`src/rar_pkg.sv`:
```
// ----------------------------------------------------------------------------
// rar_pkg
// Shared types and constants for the rational arithmetic reduce core.
// ----------------------------------------------------------------------------
`default_nettype none
package rar_pkg;

  localparam int OPERAND_BITS_DEF = 16;
  localparam int WORD_BITS        = 32;

  typedef enum logic [1:0] {
    CMD_ADD = 2'd0,
    CMD_SUB = 2'd1,
    CMD_MUL = 2'd2,
    CMD_DIV = 2'd3
  } op_t;

  typedef enum logic [1:0] {
    MSEL_X = 2'd0,
    MSEL_Y = 2'd1,
    MSEL_D = 2'd2
  } mul_sel_t;

  typedef enum logic [1:0] {
    DSEL_REM = 2'd0,
    DSEL_NUM = 2'd1,
    DSEL_DEN = 2'd2
  } div_sel_t;

  typedef enum logic [3:0] {
    S_IDLE,
    S_MX,
    S_MY,
    S_MD,
    S_COMB,
    S_TEST,
    S_REM,
    S_FIN,
    S_DN,
    S_DD
  } state_t;

  typedef struct packed {
    logic     load;
    logic     mul_en;
    mul_sel_t mul_sel;
    logic     st_x;
    logic     st_y;
    logic     comb;
    logic     div_start;
    div_sel_t div_sel;
    logic     gcd_step;
    logic     st_qn;
    logic     out_en;
    logic     out_err;
  } rar_cmd_t;

  typedef struct packed {
    logic a_zero;
    logic b_zero;
    logic div_done;
  } rar_status_t;

endpackage
`default_nettype wire

```
`src/rar_div.sv`:
```
// ----------------------------------------------------------------------------
// rar_div
// Iterative signed divider, truncating quotient, remainder takes dividend sign.
// ----------------------------------------------------------------------------
`default_nettype none
module rar_div
  import rar_pkg::*;
(
  input  wire logic                        clk,
  input  wire logic                        rst,
  input  wire logic                        start,
  input  wire logic signed [WORD_BITS-1:0] dividend,
  input  wire logic signed [WORD_BITS-1:0] divisor,
  output logic                             done,
  output logic signed [WORD_BITS-1:0]      quot,
  output logic signed [WORD_BITS-1:0]      rem
);

  localparam int CNT_BITS = $clog2(WORD_BITS);

  logic                 running;
  logic [CNT_BITS-1:0]  cnt;
  logic [WORD_BITS-1:0] q;
  logic [WORD_BITS-1:0] r;
  logic [WORD_BITS-1:0] dv;
  logic                 neg_q;
  logic                 neg_r;
  logic [WORD_BITS:0]   trial;
  logic                 ge;

  assign trial = {r, q[WORD_BITS-1]};
  assign ge    = trial >= {1'b0, dv};

  always_ff @(posedge clk) begin
    if (rst) begin
      running <= 1'b0;
      done    <= 1'b0;
      cnt     <= '0;
    end else begin
      done <= 1'b0;
      if (start) begin
        running <= 1'b1;
        cnt     <= '0;
      end else if (running) begin
        cnt <= cnt + 1'b1;
        if (cnt == CNT_BITS'(WORD_BITS - 1)) begin
          running <= 1'b0;
          done    <= 1'b1;
        end
      end
    end
  end

  always_ff @(posedge clk) begin
    if (start) begin
      q     <= dividend[WORD_BITS-1] ? -dividend : dividend;
      dv    <= divisor[WORD_BITS-1] ? -divisor : divisor;
      r     <= '0;
      neg_q <= dividend[WORD_BITS-1] ^ divisor[WORD_BITS-1];
      neg_r <= dividend[WORD_BITS-1];
    end else if (running) begin
      q <= {q[WORD_BITS-2:0], ge};
      r <= ge ? WORD_BITS'(trial - {1'b0, dv}) : trial[WORD_BITS-1:0];
    end
  end

  assign quot = neg_q ? -q : q;
  assign rem  = neg_r ? -r : r;

endmodule
`default_nettype wire

```
`src/rar_datapath.sv`:
```
// ----------------------------------------------------------------------------
// rar_datapath
// Operand registers, shared multiplier, Euclid registers, divider, results.
// ----------------------------------------------------------------------------
`default_nettype none
module rar_datapath
  import rar_pkg::*;
#(
  parameter int OPERAND_BITS = OPERAND_BITS_DEF
) (
  input  wire logic                           clk,
  input  wire logic                           rst,
  input  wire rar_cmd_t                       cmd,
  output rar_status_t                         st,
  input  wire logic [1:0]                     command,
  input  wire logic signed [OPERAND_BITS-1:0] num_a,
  input  wire logic signed [OPERAND_BITS-1:0] den_a,
  input  wire logic signed [OPERAND_BITS-1:0] num_b,
  input  wire logic signed [OPERAND_BITS-1:0] den_b,
  output logic signed [WORD_BITS-1:0]         num_out,
  output logic signed [WORD_BITS-1:0]         den_out,
  output logic                                zero_gcd_error,
  output logic                                done
);

  localparam int EXT = WORD_BITS - OPERAND_BITS;

  op_t                  op;
  logic [WORD_BITS-1:0] na, da, nb, db;
  logic [WORD_BITS-1:0] ma, mb, prod, x, y, rn, rd, a, b, qn, comb;
  logic signed [WORD_BITS-1:0] dvd, dvs, quot, rem;
  logic                 div_done;

  always_ff @(posedge clk) begin
    if (cmd.load) begin
      op <= op_t'(command);
      na <= {{EXT{num_a[OPERAND_BITS-1]}}, num_a};
      da <= {{EXT{den_a[OPERAND_BITS-1]}}, den_a};
      nb <= {{EXT{num_b[OPERAND_BITS-1]}}, num_b};
      db <= {{EXT{den_b[OPERAND_BITS-1]}}, den_b};
    end
  end

  always_comb begin
    ma = na;
    mb = db;
    unique case (cmd.mul_sel)
      MSEL_X:  begin ma = na; mb = (op == CMD_MUL) ? nb : db; end
      MSEL_Y:  begin ma = nb; mb = da; end
      MSEL_D:  begin ma = da; mb = (op == CMD_DIV) ? nb : db; end
      default: begin ma = na; mb = db; end
    endcase
  end

  always_comb begin
    unique case (op)
      CMD_ADD: comb = x + y;
      CMD_SUB: comb = x - y;
      default: comb = x;
    endcase
  end

  always_comb begin
    unique case (cmd.div_sel)
      DSEL_REM: begin dvd = b;  dvs = a; end
      DSEL_NUM: begin dvd = rn; dvs = b; end
      DSEL_DEN: begin dvd = rd; dvs = b; end
      default:  begin dvd = b;  dvs = a; end
    endcase
  end

  rar_div u_div (
    .clk      (clk),
    .rst      (rst),
    .start    (cmd.div_start),
    .dividend (dvd),
    .divisor  (dvs),
    .done     (div_done),
    .quot     (quot),
    .rem      (rem)
  );

  always_ff @(posedge clk) begin
    if (cmd.mul_en) prod <= ma * mb;
    if (cmd.st_x)   x <= prod;
    if (cmd.st_y)   y <= prod;
    if (cmd.comb) begin
      rn <= comb;
      rd <= prod;
      a  <= comb;
      b  <= prod;
    end else if (cmd.gcd_step) begin
      b <= a;
      a <= rem;
    end
    if (cmd.st_qn) qn <= quot;
    if (cmd.out_en) begin
      num_out <= qn;
      den_out <= quot;
    end else if (cmd.out_err) begin
      num_out <= '0;
      den_out <= '0;
    end
  end

  always_ff @(posedge clk) begin
    if (rst) begin
      done           <= 1'b0;
      zero_gcd_error <= 1'b0;
    end else begin
      done <= cmd.out_en | cmd.out_err;
      if (cmd.out_en | cmd.out_err) zero_gcd_error <= cmd.out_err;
    end
  end

  assign st.a_zero   = (a == '0);
  assign st.b_zero   = (b == '0);
  assign st.div_done = div_done;

endmodule
`default_nettype wire

```
`src/rar_ctrl.sv`:
```
// ----------------------------------------------------------------------------
// rar_ctrl
// Sequencer: products, Euclid loop, final reductions, result strobe.
// ----------------------------------------------------------------------------
`default_nettype none
module rar_ctrl
  import rar_pkg::*;
(
  input  wire logic        clk,
  input  wire logic        rst,
  input  wire logic        start,
  output logic             busy,
  input  wire rar_status_t st,
  output rar_cmd_t         cmd
);

  state_t state, state_next;

  always_ff @(posedge clk) begin
    if (rst) begin
      state <= S_IDLE;
    end else begin
      state <= state_next;
    end
  end

  always_comb begin
    state_next = state;
    cmd        = '0;
    busy       = (state != S_IDLE);
    unique case (state)
      S_IDLE: begin
        if (start) begin
          cmd.load   = 1'b1;
          state_next = S_MX;
        end
      end
      S_MX: begin
        cmd.mul_en  = 1'b1;
        cmd.mul_sel = MSEL_X;
        state_next  = S_MY;
      end
      S_MY: begin
        cmd.mul_en  = 1'b1;
        cmd.mul_sel = MSEL_Y;
        cmd.st_x    = 1'b1;
        state_next  = S_MD;
      end
      S_MD: begin
        cmd.mul_en  = 1'b1;
        cmd.mul_sel = MSEL_D;
        cmd.st_y    = 1'b1;
        state_next  = S_COMB;
      end
      S_COMB: begin
        cmd.comb   = 1'b1;
        state_next = S_TEST;
      end
      S_TEST: begin
        if (st.a_zero) begin
          state_next = S_FIN;
        end else begin
          cmd.div_start = 1'b1;
          cmd.div_sel   = DSEL_REM;
          state_next    = S_REM;
        end
      end
      S_REM: begin
        cmd.div_sel = DSEL_REM;
        if (st.div_done) begin
          cmd.gcd_step = 1'b1;
          state_next   = S_TEST;
        end
      end
      S_FIN: begin
        if (st.b_zero) begin
          cmd.out_err = 1'b1;
          state_next  = S_IDLE;
        end else begin
          cmd.div_start = 1'b1;
          cmd.div_sel   = DSEL_NUM;
          state_next    = S_DN;
        end
      end
      S_DN: begin
        cmd.div_sel = DSEL_NUM;
        if (st.div_done) begin
          cmd.st_qn     = 1'b1;
          cmd.div_start = 1'b1;
          cmd.div_sel   = DSEL_DEN;
          state_next    = S_DD;
        end
      end
      S_DD: begin
        cmd.div_sel = DSEL_DEN;
        if (st.div_done) begin
          cmd.out_en = 1'b1;
          state_next = S_IDLE;
        end
      end
      default: state_next = S_IDLE;
    endcase
  end

endmodule
`default_nettype wire

```
`src/rational_arith_reduce_core.sv`:
```
// Sequence: three products, then S Euclid remainder steps, each one a full divider
// run, then two divider runs for the final reductions (skipped in the error case).
// One request at a time; start is taken when busy is low, next one at the earliest
// on the done cycle. The receiver cannot stall. Synchronous reset idles the core.
// ----------------------------------------------------------------------------
// rational_arith_reduce_core
// Fraction add/sub/mul/div with Euclid gcd reduction, top level.
// ----------------------------------------------------------------------------
`default_nettype none
module rational_arith_reduce_core
  import rar_pkg::*;
#(
  parameter int OPERAND_BITS = OPERAND_BITS_DEF
) (
  input  wire logic                           clk,
  input  wire logic                           rst,
  input  wire logic                           start,
  output logic                                busy,
  input  wire logic [1:0]                     command,
  input  wire logic signed [OPERAND_BITS-1:0] num_a,
  input  wire logic signed [OPERAND_BITS-1:0] den_a,
  input  wire logic signed [OPERAND_BITS-1:0] num_b,
  input  wire logic signed [OPERAND_BITS-1:0] den_b,
  output logic                                done,
  output logic signed [WORD_BITS-1:0]         num_out,
  output logic signed [WORD_BITS-1:0]         den_out,
  output logic                                zero_gcd_error
);

  rar_cmd_t    cmd;
  rar_status_t st;

  rar_ctrl u_ctrl (
    .clk   (clk),
    .rst   (rst),
    .start (start),
    .busy  (busy),
    .st    (st),
    .cmd   (cmd)
  );

  rar_datapath #(
    .OPERAND_BITS (OPERAND_BITS)
  ) u_dp (
    .clk            (clk),
    .rst            (rst),
    .cmd            (cmd),
    .st             (st),
    .command        (command),
    .num_a          (num_a),
    .den_a          (den_a),
    .num_b          (num_b),
    .den_b          (den_b),
    .num_out        (num_out),
    .den_out        (den_out),
    .zero_gcd_error (zero_gcd_error),
    .done           (done)
  );

endmodule
`default_nettype wire

```
`config.mk`:
```
export PLATFORM = sky130hd
export DESIGN_NAME = rational_arith_reduce_core
export DESIGN_NICKNAME = d
export VERILOG_FILES = /design/src/rar_pkg.sv /design/src/rar_div.sv /design/src/rar_datapath.sv /design/src/rar_ctrl.sv /design/src/rational_arith_reduce_core.sv
export SDC_FILE = /design/constraint.sdc
export NUM_CORES = 2
export LEC_CHECK = 0
export ABC_CLOCK_PERIOD_IN_PS = 17900
export BUFFER_PORTS_ARGS = -buffer_cell sky130_fd_sc_hd__buf_2
export CORE_MARGIN = 2
export CORE_UTILIZATION = 55
export CTS_CLUSTER_DIAMETER = 40
export DETAILED_ROUTE_END_ITERATION = 8
export PLACE_DENSITY_LB_ADDON = 0.05
export SETUP_SLACK_MARGIN = 0.2
export SLEW_MARGIN = 20
export SYNTH_ARGS = -nofsm -noshare
export SYNTH_HDL_FRONTEND = slang
export SYNTH_SLANG_ARGS = --single-unit
```
`constraint.sdc`:
```
create_clock -name clk -period 17.9 [get_ports clk]
set_input_delay 3.58 -clock clk [delete_from_list [all_inputs] [get_ports clk]]
set_output_delay 3.58 -clock clk [all_outputs]
set_load 0.005 [all_outputs]
```
==> results.txt <==
----------------------------------------------------
[Floorplan]
  Area of the die ... just over 70000 µm²
  Total number of placement rows ... between 90 and 100
  Count of boundary I/O pins ... about 140
  Initial Utilization ... about 56%
  Chip width ... 268.3 µm
  Die H ... 268.3 µm
  Area of the core region ... a little under 70000 µm²

[Clock network]
  CTS Sinks ... approximately 500
  Clock-pin slew of the registers on the worst-case setup and hold paths ... approximately 0.060 ns
  Clock root buffer ... sky130_fd_sc_hd__clkbuf_16
  CTS resizes ... 0
  TritonCTS clock tree ... done
  Deepest clock path buffer count ... 3
  Clk_lat worst skew ... 0.64 ns
  CTS H-tree depth ... 3
  Postcts setup bufs ... 0
  Count of hold-fix buffers inserted at cts ... 0
  CTS Buf Count ... 80

[Global route]
  Total routing resource utilization after global routing ... between 20 and 30%
  Wire length of the first global-routing pass ... 155.7 mm
  Grt total ovfl ... 0
  Via count of the first global-routing pass ... around 29000
  Number of antenna violations at the first check in global routing ... 0
  Pin count of the biggest net entering global routing ... 92

[Cells and area]
  Most used cells in the layout excluding fill and tap cells ... 461 x sky130_fd_sc_hd__inv_1, 452 x sky130_fd_sc_hd__edfxtp_1, 378 x sky130_fd_sc_hd__nand2_1, 338 x sky130_fd_sc_hd__fa_1, 318 x sky130_fd_sc_hd__nor2_1
  N_diodes ... 0
  Final layout net count ... around 4500
  Commonest non-fill, non-tap cell in the layout ... sky130_fd_sc_hd__inv_1
  Layout area overhead ... 11.60%
  Share of cells above drive strength 1 ... roughly a tenth

[Synth]
  Synth Cell Area ... slightly below 40000 µm²
  Mapped Cells ... between 3000 and 4000
  Prevailing post-synth register cell ... sky130_fd_sc_hd__edfxtp_1
  Average size of a mapped cell ... about 10 µm²
  Synth warnings ... 0
  Share of synthesized area occupied by flip-flops and latches ... around 38%
  Syn_nets ... about 4400
  Number of unique standard cell types used by synthesis ... 76
  Number of enable-type register cells in the synthesized netlist ... roughly 450
  Async set-reset flop share out of synthesis ... 0%
  FF+latch count, synth ... ~500

[STA]
  Count of pins over their slew limit ... 0
  Setup Skew ... 0.05008 ns
  Slew at the pin with the worst max-slew slack ... between 1 and 1.5 ns
  Hold Fails Final Rpt ... 0
  Final TNS setup ... 0 ns
  Headroom to the max-slew limit ... a little under a fifth
  Final critical path time including I/O delays and setup ... 10.47 ns
  Total of endpoints with negative setup slack in the final report ... 0
  Fin crit share ... between 50% and 60%
  Max Clock Freq ... roughly 96 MHz
  Setup repair after global routing missed its margin ... no

[Place]
  Count of input and output buffers ... ~140
  RD Place Congestion ... 0.9245
  HPWL after DPL ... ~76 mm

[Setup path]
  Worst setup path category ... flop to flop
  Arr. time, crit path ... 10.81 ns
  Longest individual stage delay on the worst path ... approximately 0.69 ns
  Critical path's most frequent cell ... sky130_fd_sc_hd__fa_1
  Maximum fanout along the worst path ... 34
  Worst path required time ... between 15 and 20 ns
  Kind of capture point of the worst setup path ... flop
  Critical path's slowest cell ... sky130_fd_sc_hd__o21ai_1
  Kind of launch point of the worst setup path ... flop

[Detailed routing]
  Antenna Violating Nets Remaining ... 0
  Average wire length per cell after detail routing ... 20.33 µm
  Total wire length after detailed routing ... approximately 100 mm
  Number of iterations in the first detailed-routing pass ... 6
  DRC ... 0
  Number of vias after detailed routing ... approximately 28000
  Detail-routed via count per cell ... approximately 5.7
  Initial DRC count ... roughly 1900

[Min path]
  Worst min path class ... flop to flop

[Status]
  Result of the run ... finished clean

[Job]
  Maximum capacitance violations ... 0

----------------------------------------------------
## cell type report
cell class / count / area [µm²]
clock buffers: 87 / 2049
clock inverters: 59 / 673.1
fillers: 5731 / 25960
inverters: 463 / 1740
multi-input cells: 2635 / 21680
flip-flops and latches: 497 / 14480
well taps: 931 / 1165
repair buffers: 187 / 1086
## through the flow
| step | setup WS [ns] | instance area, µm² | utilization [%] | cells | hold slack (ns) |
|---|---|---|---|---|---|
| after floorplan | 6.166 | 38410 | - | 3749 | 0.4513 |
| after global placement | 7.415 | 40110 | 58.28 | 4712 | 0.4716 |
| after detailed placement | 7.438 | 40140 | 58.33 | 4713 | 0.4750 |
| after CTS | 7.355 | 42870 | 62.28 | 4859 | 0.4886 |
| after global routing | 6.756 | 42870 | 62.29 | 4859 | 0.5072 |
| final | 7.432 | 42870 | 62.29 | 4859 | 0.4848 |
## Yosys cell counts, drive strengths merged (27+ instances only)
library cell	instances	share of area, %
nor3	52	0.68
edfxtp	452	35
dfxtp	45	2.3
or3	38	0.68
inv	462	4.5
fa	338	18
and3	52	0.85
and2	36	0.59
a221o	28	0.73
nand2	379	3.7
clkbuf	136	1.3
o21ai	243	3.2
ha	198	6.4
a31oi	29	0.47
nand3	43	0.56
o21a	36	0.70
a21oi	131	1.7
mux2i	37	0.96
nand2b	48	0.78
xor2	89	2.0
a21o	37	0.72
o31ai	34	0.71
or2	27	0.44
nor2	319	3.1
xnor2	158	3.6
mux2	30	0.88
## cell families (layout without fill, tap and decap cells)
family	count (synthesis)	count (layout)	synth area share (%)
XOR/XNOR	247	247	5.632
flip-flops	497	497	37.68
buffers and inverters	617	796	6.045
AO/OA/AOI/OAI	704	704	11.82
adder cells (fa/ha/maj)	536	536	24.06
multiplexers	67	67	1.844
AND/OR/NAND/NOR	1081	1081	12.92
## worst max-delay path, delay by kind of cell, from the launching register on
family          cells  cell delay, ns
compound gates      9            2.42
xor+xnor            1            0.14
fa+ha+maj          10            4.50
buf+inv             9            1.40
flops               1            0.55
simple gates        4            1.14
## registers in the layout, summed over array words and instances (netlist names), 2 cells and up
register,flops
u_dp.u_div.dv,32
u_dp.num_out,32
u_dp.u_div.q,32
u_dp.qn,32
u_dp.den_out,32
u_dp.u_div.cnt,5
u_dp.x,32
u_dp.rd,32
u_dp.prod,32
u_dp.a,32
u_dp.u_div.r,32
u_dp.rn,32
u_dp.db,16
u_dp.b,32
u_dp.na,16
u_dp.y,32
u_dp.da,16
u_ctrl.state,4
u_dp.op,2
u_dp.nb,16
## layer usage
| layer | global-route usage [%] | share of wire [%] |
|---|---|---|
| met4 | 11.22 | 4.0 |
| met2 | 49.18 | 50 |
| met1 | 34.83 | 42 |
| met5 | 0 | 0 |
| met3 | 3.711 | 4.3 |
## path summary, 6_finish.rpt
path / from / endpoint / slack (ns) / cells after the start
min: u_dp.u_div.q[0]$_DFFE_PP_ / u_dp.qn[0]$_DFFE_PP_ / 0.48 / 0
max: u_ctrl.state[1]$_SDFFE_PP0P_ / u_dp.prod[31]$_DFFE_PP_ / 7.43 / 33
min reg2reg: u_dp.u_div.q[0]$_DFFE_PP_ / u_dp.qn[0]$_DFFE_PP_ / 0.48 / 0
max reg2reg: u_ctrl.state[1]$_SDFFE_PP0P_ / u_dp.prod[31]$_DFFE_PP_ / 7.43 / 33
Power is left out: the tool's default activity adds up to more than one toggle a clock period on the data nets, which glitch-free logic cannot reach.
